==> src/hw/rtl/sol_pkg.sv <==
package sol_pkg;

   // Field and register widths.
   localparam int IN_W   = 16;
   localparam int CLIP_W = 15;
   localparam int OQ_W   = 11;
   localparam int ES_W   = 13;
   localparam int SUM_W  = 32;
   localparam int SQ_W   = 2 * CLIP_W;
   localparam int DEN_W  = CLIP_W + OQ_W;
   localparam int DIV_W  = 45;
   localparam int CNT_W  = 6;
   localparam int DIV_STEPS = DIV_W;
   localparam int CSR_IDX_W = 2;
   localparam int CSR_DATA_W = CLIP_W;

   // Configuration register indexes.
   localparam logic [CSR_IDX_W-1:0] CSR_CLIP_LIMIT   = 2'd0;
   localparam logic [CSR_IDX_W-1:0] CSR_OUTPUT_QUANT = 2'd1;
   localparam logic [CSR_IDX_W-1:0] CSR_EVAL_SCALE   = 2'd2;

   // Reset values of the configuration registers.
   localparam logic [CLIP_W-1:0] CLIP_LIMIT_RST   = 15'd255;
   localparam logic [OQ_W-1:0]   OUTPUT_QUANT_RST = 11'd64;
   localparam logic [ES_W-1:0]   EVAL_SCALE_RST   = 13'd400;

   typedef enum logic [3:0] {
      ST_IDLE,
      ST_DRAIN,
      ST_DIV1_START,
      ST_DIV1_WAIT,
      ST_BIAS,
      ST_SCALE,
      ST_DIV2_START,
      ST_DIV2_WAIT,
      ST_OUT
   } state_type;

   typedef struct packed {
      logic accept;
      logic div1_start;
      logic load_t;
      logic load_scale;
      logic div2_start;
      logic load_out;
   } cmd_type;

   typedef struct packed {
      logic acc_last;
      logic div_done;
      logic out_free;
   } status_type;

endpackage

==> src/hw/rtl/screlu_output_layer_core.sv <==
// Output layer of a quantized neural evaluator. Each input word carries one
// hidden neuron and its output weight; the neuron is clamped to 0..clip_limit,
// squared, multiplied by the weight and added into a 32-bit running sum that
// wraps like a C int. A word with last_item set closes the evaluation: the sum
// is divided by clip_limit (truncating toward zero), bias_value is added, the
// value is multiplied by eval_scale and divided by clip_limit * output_quant,
// and the low 32 bits come out as score, after which the sum starts again at
// zero. Register values of zero for clip_limit or output_quant act as one.
// Neuron words that do not end an evaluation are taken one per clock through
// a four-stage multiply-accumulate pipeline. A word with last_item set holds
// off the input while the pipeline drains, through two passes of a shared
// bit-serial divider and through the bias add, the scale multiply and loading
// the result. The result sits in an output register, so the next evaluation
// can start while the previous score still waits to be taken. Configuration
// writes are taken in any cycle (csr_ready is always high) and must be made
// while the block is idle; a write to an index past the last register is
// ignored.
module screlu_output_layer_core (
   input  logic                                  clock,
   input  logic                                  reset,
   input  logic                                  csr_valid,
   output logic                                  csr_ready,
   input  logic [sol_pkg::CSR_IDX_W-1:0]         csr_index,
   input  logic [sol_pkg::CSR_DATA_W-1:0]        csr_wdata,
   input  logic                                  req_valid,
   output logic                                  req_stall,
   input  logic signed [sol_pkg::IN_W-1:0]       req_neuron_value,
   input  logic signed [sol_pkg::IN_W-1:0]       req_weight,
   input  logic signed [sol_pkg::IN_W-1:0]       req_bias_value,
   input  logic                                  req_last_item,
   output logic                                  rsp_valid,
   input  logic                                  rsp_stall,
   output logic signed [sol_pkg::SUM_W-1:0]      rsp_score
);

   // Configuration registers, as written.
   logic [sol_pkg::CLIP_W-1:0]  clip_limit_ff;
   logic [sol_pkg::OQ_W-1:0]    output_quant_ff;
   logic [sol_pkg::ES_W-1:0]    eval_scale_ff;

   // Values seen by the datapath: a zero clamp or quantizer behaves as one.
   logic [sol_pkg::CLIP_W-1:0]  clip_eff;
   logic [sol_pkg::OQ_W-1:0]    quant_eff;

   sol_pkg::cmd_type            cmd;
   sol_pkg::status_type         status;

   assign csr_ready = 1'b1;
   assign clip_eff  = (clip_limit_ff == '0) ? sol_pkg::CLIP_W'(1) : clip_limit_ff;
   assign quant_eff = (output_quant_ff == '0) ? sol_pkg::OQ_W'(1) : output_quant_ff;

   always_ff @(posedge clock) begin
      if (reset) begin
         clip_limit_ff   <= sol_pkg::CLIP_LIMIT_RST;
         output_quant_ff <= sol_pkg::OUTPUT_QUANT_RST;
         eval_scale_ff   <= sol_pkg::EVAL_SCALE_RST;
      end else if (csr_valid && csr_ready) begin
         unique case (csr_index)
            sol_pkg::CSR_CLIP_LIMIT:   clip_limit_ff <= csr_wdata;
            sol_pkg::CSR_OUTPUT_QUANT: output_quant_ff <= csr_wdata[sol_pkg::OQ_W-1:0];
            sol_pkg::CSR_EVAL_SCALE:   eval_scale_ff <= csr_wdata[sol_pkg::ES_W-1:0];
            default: begin
               // Unmapped index: the write has no effect.
               clip_limit_ff <= clip_limit_ff;
            end
         endcase
      end
   end

   // The controller sequences accumulation, the two divisions and the
   // result load; the datapath holds the arithmetic and the divider.
   sol_ctrl u_ctrl (
      .clock         (clock),
      .reset         (reset),
      .req_valid     (req_valid),
      .req_last_item (req_last_item),
      .status        (status),
      .req_stall     (req_stall),
      .cmd           (cmd)
   );

   sol_datapath u_datapath (
      .clock            (clock),
      .reset            (reset),
      .cmd              (cmd),
      .status           (status),
      .clip_limit       (clip_eff),
      .output_quant     (quant_eff),
      .eval_scale       (eval_scale_ff),
      .req_neuron_value (req_neuron_value),
      .req_weight       (req_weight),
      .req_bias_value   (req_bias_value),
      .req_last_item    (req_last_item),
      .rsp_stall        (rsp_stall),
      .rsp_valid        (rsp_valid),
      .rsp_score        (rsp_score)
   );

endmodule

==> src/hw/rtl/sol_div.sv <==
module sol_div (
   input  logic                        clock,
   input  logic                        reset,
   input  logic                        start,
   input  logic [sol_pkg::DIV_W-1:0]   dividend,
   input  logic [sol_pkg::DEN_W-1:0]   divisor,
   output logic                        busy,
   output logic                        done,
   output logic [sol_pkg::DIV_W-1:0]   quotient
);

   // Restoring division, one quotient bit per cycle, MSB first.
   logic                        busy_ff, busy_in;
   logic                        done_ff, done_in;
   logic [sol_pkg::CNT_W-1:0]   cnt_ff, cnt_in;
   logic [sol_pkg::DEN_W-1:0]   rem_ff, rem_in;
   logic [sol_pkg::DIV_W-1:0]   quo_ff, quo_in;
   logic [sol_pkg::DEN_W-1:0]   den_ff, den_in;
   logic [sol_pkg::DEN_W:0]     trial;
   logic                        fits;

   always_comb begin
      trial   = {rem_ff, quo_ff[sol_pkg::DIV_W-1]};
      fits    = (trial >= {1'b0, den_ff});
      busy_in = busy_ff;
      done_in = 1'b0;
      cnt_in  = cnt_ff;
      rem_in  = rem_ff;
      quo_in  = quo_ff;
      den_in  = den_ff;
      if (start) begin
         busy_in = 1'b1;
         cnt_in  = sol_pkg::CNT_W'(sol_pkg::DIV_STEPS - 1);
         rem_in  = '0;
         quo_in  = dividend;
         den_in  = divisor;
      end else if (busy_ff) begin
         rem_in = fits ? sol_pkg::DEN_W'(trial - {1'b0, den_ff})
                       : trial[sol_pkg::DEN_W-1:0];
         quo_in = {quo_ff[sol_pkg::DIV_W-2:0], fits};
         cnt_in = cnt_ff - 1'b1;
         if (cnt_ff == '0) begin
            busy_in = 1'b0;
            done_in = 1'b1;
         end
      end
   end

   always_ff @(posedge clock) begin
      if (reset) begin
         busy_ff <= 1'b0;
         done_ff <= 1'b0;
         cnt_ff  <= '0;
      end else begin
         busy_ff <= busy_in;
         done_ff <= done_in;
         cnt_ff  <= cnt_in;
      end
      rem_ff <= rem_in;
      quo_ff <= quo_in;
      den_ff <= den_in;
   end

   assign busy     = busy_ff;
   assign done     = done_ff;
   assign quotient = quo_ff;

endmodule

==> src/hw/rtl/sol_datapath.sv <==
module sol_datapath (
   input  logic                               clock,
   input  logic                               reset,
   input  sol_pkg::cmd_type                   cmd,
   output sol_pkg::status_type                status,
   input  logic [sol_pkg::CLIP_W-1:0]         clip_limit,
   input  logic [sol_pkg::OQ_W-1:0]           output_quant,
   input  logic [sol_pkg::ES_W-1:0]           eval_scale,
   input  logic signed [sol_pkg::IN_W-1:0]    req_neuron_value,
   input  logic signed [sol_pkg::IN_W-1:0]    req_weight,
   input  logic signed [sol_pkg::IN_W-1:0]    req_bias_value,
   input  logic                               req_last_item,
   input  logic                               rsp_stall,
   output logic                               rsp_valid,
   output logic signed [sol_pkg::SUM_W-1:0]   rsp_score
);

   // Multiply-accumulate pipeline: clamp, square, weight product, accumulate.
   logic                               s1_valid_ff, s1_last_ff;
   logic [sol_pkg::CLIP_W-1:0]         s1_clamp_ff, s1_clamp_in;
   logic [sol_pkg::IN_W-1:0]           s1_weight_ff;
   logic                               s2_valid_ff, s2_last_ff;
   logic [sol_pkg::SQ_W-1:0]           s2_sq_ff, s2_sq_in;
   logic [sol_pkg::IN_W-1:0]           s2_weight_ff;
   logic                               s3_valid_ff, s3_last_ff;
   logic [sol_pkg::SUM_W-1:0]          s3_prod_ff, s3_prod_in;
   logic [sol_pkg::SUM_W-1:0]          sum_ff, sum_in;

   // Final scaling.
   logic [sol_pkg::IN_W-1:0]           bias_ff;
   logic                               neg1_ff;
   logic [sol_pkg::DEN_W-1:0]          den_ff;
   logic [sol_pkg::SUM_W-1:0]          t_ff, t_in;
   logic [sol_pkg::DIV_W-1:0]          scaled_ff;
   logic signed [sol_pkg::DIV_W:0]     scaled_in;
   logic [sol_pkg::DIV_W-1:0]          scaled_mag;
   logic [sol_pkg::SUM_W-1:0]          sum_mag;
   logic [sol_pkg::SUM_W-1:0]          q32;
   logic                               rsp_valid_ff;
   logic [sol_pkg::SUM_W-1:0]          rsp_score_ff, rsp_score_in;

   logic                               div_start;
   logic [sol_pkg::DIV_W-1:0]          div_dividend;
   logic [sol_pkg::DEN_W-1:0]          div_divisor;
   logic                               div_busy;
   logic                               div_done;
   logic [sol_pkg::DIV_W-1:0]          div_quotient;

   always_comb begin
      if (req_neuron_value[sol_pkg::IN_W-1]) begin
         s1_clamp_in = '0;
      end else if (req_neuron_value[sol_pkg::CLIP_W-1:0] > clip_limit) begin
         s1_clamp_in = clip_limit;
      end else begin
         s1_clamp_in = req_neuron_value[sol_pkg::CLIP_W-1:0];
      end
      s2_sq_in   = sol_pkg::SQ_W'(s1_clamp_ff) * sol_pkg::SQ_W'(s1_clamp_ff);
      s3_prod_in = sol_pkg::SUM_W'({2'b00, s2_sq_ff} *
                   {{(sol_pkg::SUM_W - sol_pkg::IN_W){s2_weight_ff[sol_pkg::IN_W-1]}},
                    s2_weight_ff});
      if (cmd.div1_start) begin
         sum_in = '0;
      end else if (s3_valid_ff) begin
         sum_in = sum_ff + s3_prod_ff;
      end else begin
         sum_in = sum_ff;
      end
   end

   // Magnitudes feed the unsigned divider; signs are put back afterwards.
   always_comb begin
      sum_mag    = sum_ff[sol_pkg::SUM_W-1] ? (~sum_ff + 1'b1) : sum_ff;
      scaled_mag = scaled_ff[sol_pkg::DIV_W-1] ? (~scaled_ff + 1'b1) : scaled_ff;
      q32        = div_quotient[sol_pkg::SUM_W-1:0];
      t_in       = (neg1_ff ? (~q32 + 1'b1) : q32) +
                   {{(sol_pkg::SUM_W - sol_pkg::IN_W){bias_ff[sol_pkg::IN_W-1]}}, bias_ff};
      scaled_in  = $signed(t_ff) * $signed({1'b0, eval_scale});
      rsp_score_in = scaled_ff[sol_pkg::DIV_W-1] ? (~q32 + 1'b1) : q32;
      div_start    = cmd.div1_start | cmd.div2_start;
      div_dividend = cmd.div1_start ? sol_pkg::DIV_W'(sum_mag) : scaled_mag;
      div_divisor  = cmd.div1_start ? sol_pkg::DEN_W'(clip_limit) : den_ff;
   end

   always_ff @(posedge clock) begin
      if (reset) begin
         s1_valid_ff  <= 1'b0;
         s2_valid_ff  <= 1'b0;
         s3_valid_ff  <= 1'b0;
         sum_ff       <= '0;
         rsp_valid_ff <= 1'b0;
      end else begin
         s1_valid_ff <= cmd.accept;
         s2_valid_ff <= s1_valid_ff;
         s3_valid_ff <= s2_valid_ff;
         sum_ff      <= sum_in;
         if (cmd.load_out) begin
            rsp_valid_ff <= 1'b1;
         end else if (!rsp_stall) begin
            rsp_valid_ff <= 1'b0;
         end
      end
      s1_clamp_ff  <= s1_clamp_in;
      s1_weight_ff <= req_weight;
      s1_last_ff   <= req_last_item;
      s2_sq_ff     <= s2_sq_in;
      s2_weight_ff <= s1_weight_ff;
      s2_last_ff   <= s1_last_ff;
      s3_prod_ff   <= s3_prod_in;
      s3_last_ff   <= s2_last_ff;
      den_ff       <= sol_pkg::DEN_W'(clip_limit) * sol_pkg::DEN_W'(output_quant);
      if (cmd.accept && req_last_item) begin
         bias_ff <= req_bias_value;
      end
      if (cmd.div1_start) begin
         neg1_ff <= sum_ff[sol_pkg::SUM_W-1];
      end
      if (cmd.load_t) begin
         t_ff <= t_in;
      end
      if (cmd.load_scale) begin
         scaled_ff <= scaled_in[sol_pkg::DIV_W-1:0];
      end
      if (cmd.load_out) begin
         rsp_score_ff <= rsp_score_in;
      end
   end

   sol_div u_div (
      .clock    (clock),
      .reset    (reset),
      .start    (div_start),
      .dividend (div_dividend),
      .divisor  (div_divisor),
      .busy     (div_busy),
      .done     (div_done),
      .quotient (div_quotient)
   );

   assign status.acc_last = s3_valid_ff & s3_last_ff;
   assign status.div_done = div_done;
   assign status.out_free = ~rsp_valid_ff | ~rsp_stall;
   assign rsp_valid       = rsp_valid_ff;
   assign rsp_score       = rsp_score_ff;

   a_no_accept_while_dividing: assert property (@(posedge clock) disable iff (reset)
      div_busy |-> !cmd.accept)
      else $error("new word accepted while the divider is busy");

   a_div_start_idle: assert property (@(posedge clock) disable iff (reset)
      (cmd.div1_start || cmd.div2_start) |-> !div_busy)
      else $error("divider restarted while busy");

   a_pipe_drained: assert property (@(posedge clock) disable iff (reset)
      cmd.div1_start |-> !(s1_valid_ff || s2_valid_ff || s3_valid_ff))
      else $error("sum taken before the MAC pipeline drained");

   a_sum_cleared: assert property (@(posedge clock) disable iff (reset)
      cmd.div1_start |=> (sum_ff == '0))
      else $error("running sum not cleared after the final neuron");

   a_out_slot_free: assert property (@(posedge clock) disable iff (reset)
      cmd.load_out |-> (!rsp_valid_ff || !rsp_stall))
      else $error("result register overwritten while still held");

endmodule

==> src/hw/rtl/sol_ctrl.sv <==
module sol_ctrl (
   input  logic                  clock,
   input  logic                  reset,
   input  logic                  req_valid,
   input  logic                  req_last_item,
   input  sol_pkg::status_type   status,
   output logic                  req_stall,
   output sol_pkg::cmd_type      cmd
);

   sol_pkg::state_type state_ff, state_in;

   always_comb begin
      state_in = state_ff;
      unique case (state_ff)
         sol_pkg::ST_IDLE: begin
            if (req_valid && req_last_item) begin
               state_in = sol_pkg::ST_DRAIN;
            end
         end
         sol_pkg::ST_DRAIN: begin
            if (status.acc_last) begin
               state_in = sol_pkg::ST_DIV1_START;
            end
         end
         sol_pkg::ST_DIV1_START: state_in = sol_pkg::ST_DIV1_WAIT;
         sol_pkg::ST_DIV1_WAIT: begin
            if (status.div_done) begin
               state_in = sol_pkg::ST_BIAS;
            end
         end
         sol_pkg::ST_BIAS:       state_in = sol_pkg::ST_SCALE;
         sol_pkg::ST_SCALE:      state_in = sol_pkg::ST_DIV2_START;
         sol_pkg::ST_DIV2_START: state_in = sol_pkg::ST_DIV2_WAIT;
         sol_pkg::ST_DIV2_WAIT: begin
            if (status.div_done) begin
               state_in = sol_pkg::ST_OUT;
            end
         end
         sol_pkg::ST_OUT: begin
            if (status.out_free) begin
               state_in = sol_pkg::ST_IDLE;
            end
         end
         default: state_in = sol_pkg::ST_IDLE;
      endcase
   end

   always_comb begin
      cmd       = '0;
      req_stall = 1'b1;
      unique case (state_ff)
         sol_pkg::ST_IDLE: begin
            req_stall  = 1'b0;
            cmd.accept = req_valid;
         end
         sol_pkg::ST_DIV1_START: cmd.div1_start = 1'b1;
         sol_pkg::ST_BIAS:       cmd.load_t     = 1'b1;
         sol_pkg::ST_SCALE:      cmd.load_scale = 1'b1;
         sol_pkg::ST_DIV2_START: cmd.div2_start = 1'b1;
         sol_pkg::ST_OUT:        cmd.load_out   = status.out_free;
         default: begin
            cmd       = '0;
            req_stall = 1'b1;
         end
      endcase
   end

   always_ff @(posedge clock) begin
      if (reset) begin
         state_ff <= sol_pkg::ST_IDLE;
      end else begin
         state_ff <= state_in;
      end
   end

endmodule

==> config.mk <==
export PLATFORM = sky130hd
export DESIGN_NAME = screlu_output_layer_core
export DESIGN_NICKNAME = d
export VERILOG_FILES = /design/src/hw/rtl/sol_pkg.sv /design/src/hw/rtl/screlu_output_layer_core.sv /design/src/hw/rtl/sol_div.sv /design/src/hw/rtl/sol_datapath.sv /design/src/hw/rtl/sol_ctrl.sv
export SDC_FILE = /design/constraint.sdc
export NUM_CORES = 2
export LEC_CHECK = 0
export BUFFER_PORTS_ARGS = -buffer_cell sky130_fd_sc_hd__buf_2
export CORE_UTILIZATION = 39
export CTS_CLUSTER_DIAMETER = 120
export DETAILED_ROUTE_END_ITERATION = 16
export GPL_ROUTABILITY_DRIVEN = 0
export PLACE_DENSITY = 0.59
export SYNTH_ARGS = -nofsm -noshare
export SYNTH_HDL_FRONTEND = slang
export SYNTH_SLANG_ARGS = --single-unit
==> constraint.sdc <==
create_clock -name clock -period 7.2 [get_ports clock]
set_input_delay 0.36 -clock clock [delete_from_list [all_inputs] [get_ports clock]]
set_output_delay 0.36 -clock clock [all_outputs]
set_load 0.005 [all_outputs]
==> impl_metrics.toml <==
[route]
detailed_route_wire_length_mm = 150.3
route.detailed.wl_per_inst_um = 17.97
met3WireLength_mm = 6.799
drtPass1Iterations = 7
final_antenna_net_count = 0
met2WireLength_mm = 72.65
highest-signal-layer = "met5"
wirelength_met1_mm = 66.46
drc = 0
drt_iter0_markers = 2560
detailroute.via_count = 42405
avgViaCountPerCell = 5.068

[layout]
final_common_cell = "sky130_fd_sc_hd__inv_1"
area_delta_synth_final_pct = 9.736
drive_above_1_share_pct = 6.309
final_cell_mix = "sky130_fd_sc_hd__inv_1, sky130_fd_sc_hd__fa_1, sky130_fd_sc_hd__nand2_1, sky130_fd_sc_hd__and2_1, sky130_fd_sc_hd__ha_1"
num-nets-final = 7842

[timing]
finClkSkew_ps = 58.01
report.final.setup_viol = 0
finalSetupTns_ps = 0
fmax_mhz = 145.4
timing_max_transition_violations_final = 0
hold_violations = 0
slew_headroom_pct = 27.86
clock_period_minus_worst_slack_ps = 6876
worst_max_slew_pin_slew_ps = 1081
period_share_pct = 95.50

[die]
die_area_mm2 = 0.1505
top_level_ports = 106
chip_width_um = 388.0
die-height_um = 388.0
core.rowCount = 141
design.core.area_mm2 = 0.1478
initial_utilization_pct = 39.30

[clock_network]
clock-sinks = 447
clock_tree.root_cell = "sky130_fd_sc_hd__clkbuf_16"
clkSlewWorstSetupHoldPaths_ps = 60
cts_buffers = 57
ctsHtreeMaxLevel = 2
clock_tree_from_tritoncts = "done"
clkLatencyLatePin_ps = 690
cts_max_path_buffers = 3

[yosys]
seq_area_frac_synth_pct = 18.80
postSynthAreaPerCell_um2 = 9.256
synthesis.area_mm2 = 0.05810
post_synthesis_simple_gate_area_fraction_pct = 15.54
yosys_warnings = 0
flip_flop_and_latch_count_after_synthesis = 447
synth_compound_area_share_pct = 8.048
synthesized_instance_count = 6277
synth-main-ff-cell = "sky130_fd_sc_hd__dfxtp_1"
synth-edff-count = 197
synth_xor_xnor_area_share_pct = 5.548
dominant_combinational_cell_family_by_area_after_synthesis = "adder cells"
post_synth_num_cell_types = 84
synth_adder_area_share_pct = 41.77
synth.mux.area_fraction_pct = 1.247
async_set_reset_flop_share_out_of_synthesis_pct = 0

[setup_path]
worst_path_dominant_cell_family = "adder cells"
crit_chain = "buf_4 > nand2_1 > fa_1 > inv_1 > fa_1 > fa_1 > fa_1 > fa_1 > inv_1 > fa_1 > inv_1 > ha_1 > o21a_1 > nor2_1 > nor3_1 > or4b_2 > o21ai_0 > o41ai_2 > buf_4 > a31oi_1 > o21a_1 > o21bai_1 > a21oi_1 > xnor2_1"
timing_worst_setup_path_type = "reg -> reg"
worst_r2r_startpoint = "u_datapath.t_ff[18]"
rrSetupSlack_ps = 320
crit_arrival_ps = 7270
worst-path-max-fanout = 9
critPathBufInv = 5
critical-path-slowest-cell = "sky130_fd_sc_hd__or4b_2"
worst_setup_path_start_kind = "register"
reg2regPathDepth = 24
critical_path.reg2reg.endpoint = "u_datapath.scaled_ff[41]"
crit_cells = 24
cpPeakStageDelay_ps = 600
critical-path-top-cell-by-count = "sky130_fd_sc_hd__fa_1"
category_of_the_worst_setup_path_capture_point = "register"
worst_ep_required_time_ps = 7600

[grt]
gr-total-overflow = 0
first_global_vias = 45227
grt_first_pass_wirelength_mm = 246.4
global_route.usage.total_pct = 20.51
grt_max_degree = 84
grt_antenna_before_repair = 8

[status]
outcome = "completed"

[min_path]
hold_end = "clip_limit_ff[1]"
worst_hold_path.num_cells = 2
timing.hold.worst.class = "in -> reg"
hold_path_startpoint = "csr_wdata[1]"

[placed_design]
hpwl_mm = 120.6
numPortBuffers = 104

[flow_run]
maxCapViolCount = 0
-- Yosys cell counts, types with 5 or more instances --
| cell | n | share of area (%) |
|---|---|---|
| sky130_fd_sc_hd__nand3b_1 | 11 | 0.14 |
| sky130_fd_sc_hd__a221oi_1 | 5 | 0.075 |
| sky130_fd_sc_hd__inv_1 | 1141 | 7.4 |
| sky130_fd_sc_hd__o41ai_1 | 12 | 0.18 |
| sky130_fd_sc_hd__mux2i_1 | 69 | 1.2 |
| sky130_fd_sc_hd__and3_1 | 24 | 0.26 |
| sky130_fd_sc_hd__nand4_1 | 20 | 0.22 |
| sky130_fd_sc_hd__dfxtp_1 | 250 | 8.6 |
| sky130_fd_sc_hd__nand2_1 | 826 | 5.3 |
| sky130_fd_sc_hd__o21ai_0 | 212 | 1.8 |
| sky130_fd_sc_hd__o211ai_1 | 7 | 0.090 |
| sky130_fd_sc_hd__nand3_1 | 40 | 0.34 |
| sky130_fd_sc_hd__a21oi_1 | 223 | 1.9 |
| sky130_fd_sc_hd__fa_1 | 926 | 32 |
| sky130_fd_sc_hd__a21o_1 | 83 | 1.1 |
| sky130_fd_sc_hd__xor2_1 | 90 | 1.4 |
| sky130_fd_sc_hd__nor4_1 | 18 | 0.19 |
| sky130_fd_sc_hd__o21a_1 | 40 | 0.52 |
| sky130_fd_sc_hd__buf_1 | 14 | 0.090 |
| sky130_fd_sc_hd__a31oi_1 | 23 | 0.25 |
| sky130_fd_sc_hd__or2_2 | 13 | 0.14 |
| sky130_fd_sc_hd__or4_1 | 10 | 0.13 |
| sky130_fd_sc_hd__clkbuf_1 | 235 | 1.5 |
| sky130_fd_sc_hd__nor3_1 | 50 | 0.43 |
| sky130_fd_sc_hd__o21bai_1 | 28 | 0.36 |
| sky130_fd_sc_hd__a211o_1 | 15 | 0.23 |
| sky130_fd_sc_hd__o21ai_1 | 7 | 0.060 |
| sky130_fd_sc_hd__edfxtp_1 | 197 | 10 |
| sky130_fd_sc_hd__nor2_1 | 212 | 1.4 |
| sky130_fd_sc_hd__or3_1 | 35 | 0.38 |
| sky130_fd_sc_hd__a21boi_0 | 5 | 0.065 |
| sky130_fd_sc_hd__o31ai_1 | 24 | 0.31 |
| sky130_fd_sc_hd__and2_1 | 494 | 5.3 |
| sky130_fd_sc_hd__ha_1 | 458 | 9.9 |
| sky130_fd_sc_hd__or3_4 | 6 | 0.12 |
| sky130_fd_sc_hd__xnor2_1 | 278 | 4.2 |
| sky130_fd_sc_hd__nor2b_1 | 25 | 0.27 |
| sky130_fd_sc_hd__nand2b_1 | 48 | 0.52 |
| sky130_fd_sc_hd__nor3b_1 | 5 | 0.065 |
| sky130_fd_sc_hd__a211oi_1 | 17 | 0.22 |
| sky130_fd_sc_hd__a41oi_1 | 6 | 0.090 |
-- worst reg2reg max path: stages, from the launching register on --
cell and delay, ps:
sky130_fd_sc_hd__edfxtp_1 570, sky130_fd_sc_hd__buf_4 210, sky130_fd_sc_hd__nand2_1 80, sky130_fd_sc_hd__fa_1 550
sky130_fd_sc_hd__inv_1 60, sky130_fd_sc_hd__fa_1 440, sky130_fd_sc_hd__fa_1 560, sky130_fd_sc_hd__fa_1 440
sky130_fd_sc_hd__fa_1 490, sky130_fd_sc_hd__inv_1 50, sky130_fd_sc_hd__fa_1 470, sky130_fd_sc_hd__inv_1 40
sky130_fd_sc_hd__ha_1 370, sky130_fd_sc_hd__o21a_1 210, sky130_fd_sc_hd__nor2_1 190, sky130_fd_sc_hd__nor3_1 70
sky130_fd_sc_hd__or4b_2 600, sky130_fd_sc_hd__o21ai_0 110, sky130_fd_sc_hd__o41ai_2 100, sky130_fd_sc_hd__buf_4 160
sky130_fd_sc_hd__a31oi_1 300, sky130_fd_sc_hd__o21a_1 240, sky130_fd_sc_hd__o21bai_1 80, sky130_fd_sc_hd__a21oi_1 170
sky130_fd_sc_hd__xnor2_1 80
-- timing repair --
action / 4_1_cts / 5_1_grt
resized for setup: 0 / 7
hold buffers: 42 / 0
buffers inserted: 0 / 16
hold endpoints to repair: 50 / 0
endpoints found under the setup margin: 0 / 7
-- final cells by class --
cell class	instances	area [um^2]
timing repair buffer	299	2165
antenna	3	7.507
clock inverter	32	324.1
multi-input combinational	4440	42020
clock buffer	75	1608
fill	14442	84080
tap	1930	2415
inverter	1142	4287
sequential	447	10930
-- worst max-delay path by stage --
stage	start	end	slack, ps
after floorplan	u_datapath.t_ff[22]	u_datapath.scaled_ff[43]	570
after global placement	eval_scale_ff[2]	u_datapath.scaled_ff[41]	140
after detailed placement	eval_scale_ff[2]	u_datapath.scaled_ff[41]	120
after CTS	eval_scale_ff[2]	u_datapath.scaled_ff[41]	100
after global routing	u_datapath.t_ff[18]	u_datapath.scaled_ff[43]	-7
final	u_datapath.t_ff[18]	u_datapath.scaled_ff[41]	320
-- logic make-up after synthesis --
logic type,count (synthesis)
compound gates,753
mux,72
buf+inv,1396
simple gates,1855
flops,447
fa+ha+maj,1384
xor+xnor,368
other cells,2
-- sequential cells by signal, summed over array words and instances (netlist names), 4 cells and up --
| register | flops |
|---|---|
| u_datapath.t_ff | 32 |
| u_datapath.s1_weight_ff | 16 |
| u_datapath.s2_weight_ff | 16 |
| u_datapath.sum_ff | 32 |
| u_datapath.s1_clamp_ff | 15 |
| u_ctrl.state_ff | 4 |
| u_datapath.u_div.quotient | 45 |
| u_datapath.u_div.rem_ff | 26 |
| output_quant_ff | 11 |
| u_datapath.scaled_ff | 45 |
| eval_scale_ff | 13 |
| u_datapath.den_ff | 26 |
| u_datapath.rsp_score | 32 |
| u_datapath.u_div.cnt_ff | 6 |
| u_datapath.s2_sq_ff | 29 |
| clip_limit_ff | 15 |
| u_datapath.u_div.den_ff | 26 |
| u_datapath.bias_ff | 16 |
| u_datapath.s3_prod_ff | 32 |
-- metal layers --
metal	track usage, %	up-vias
met4	5.965	6
met1	27.41	21431
met2	34.94	949
met5	0	-
li1	-	19800
met3	2.261	219
-- per-stage QoR --
stage          util [%]  setup WS [ps]  hold WS, ps  area, um^2  instances
2_1_floorplan         -          568.2        309.6       58120       6283
3_3_place_gp      41.43          136.0        309.9       61250       8200
3_5_place_dp      41.43          121.2        312.1       61250       8200
4_1_cts           43.02          104.6        5.668       63600       8349
5_1_grt           43.12         -7.268        34.78       63750       8368
6_report          43.12          323.8        56.16       63750       8368
Power is not shown: default switching activity piles up to over one toggle a cycle in this logic, so the estimate is an artifact.
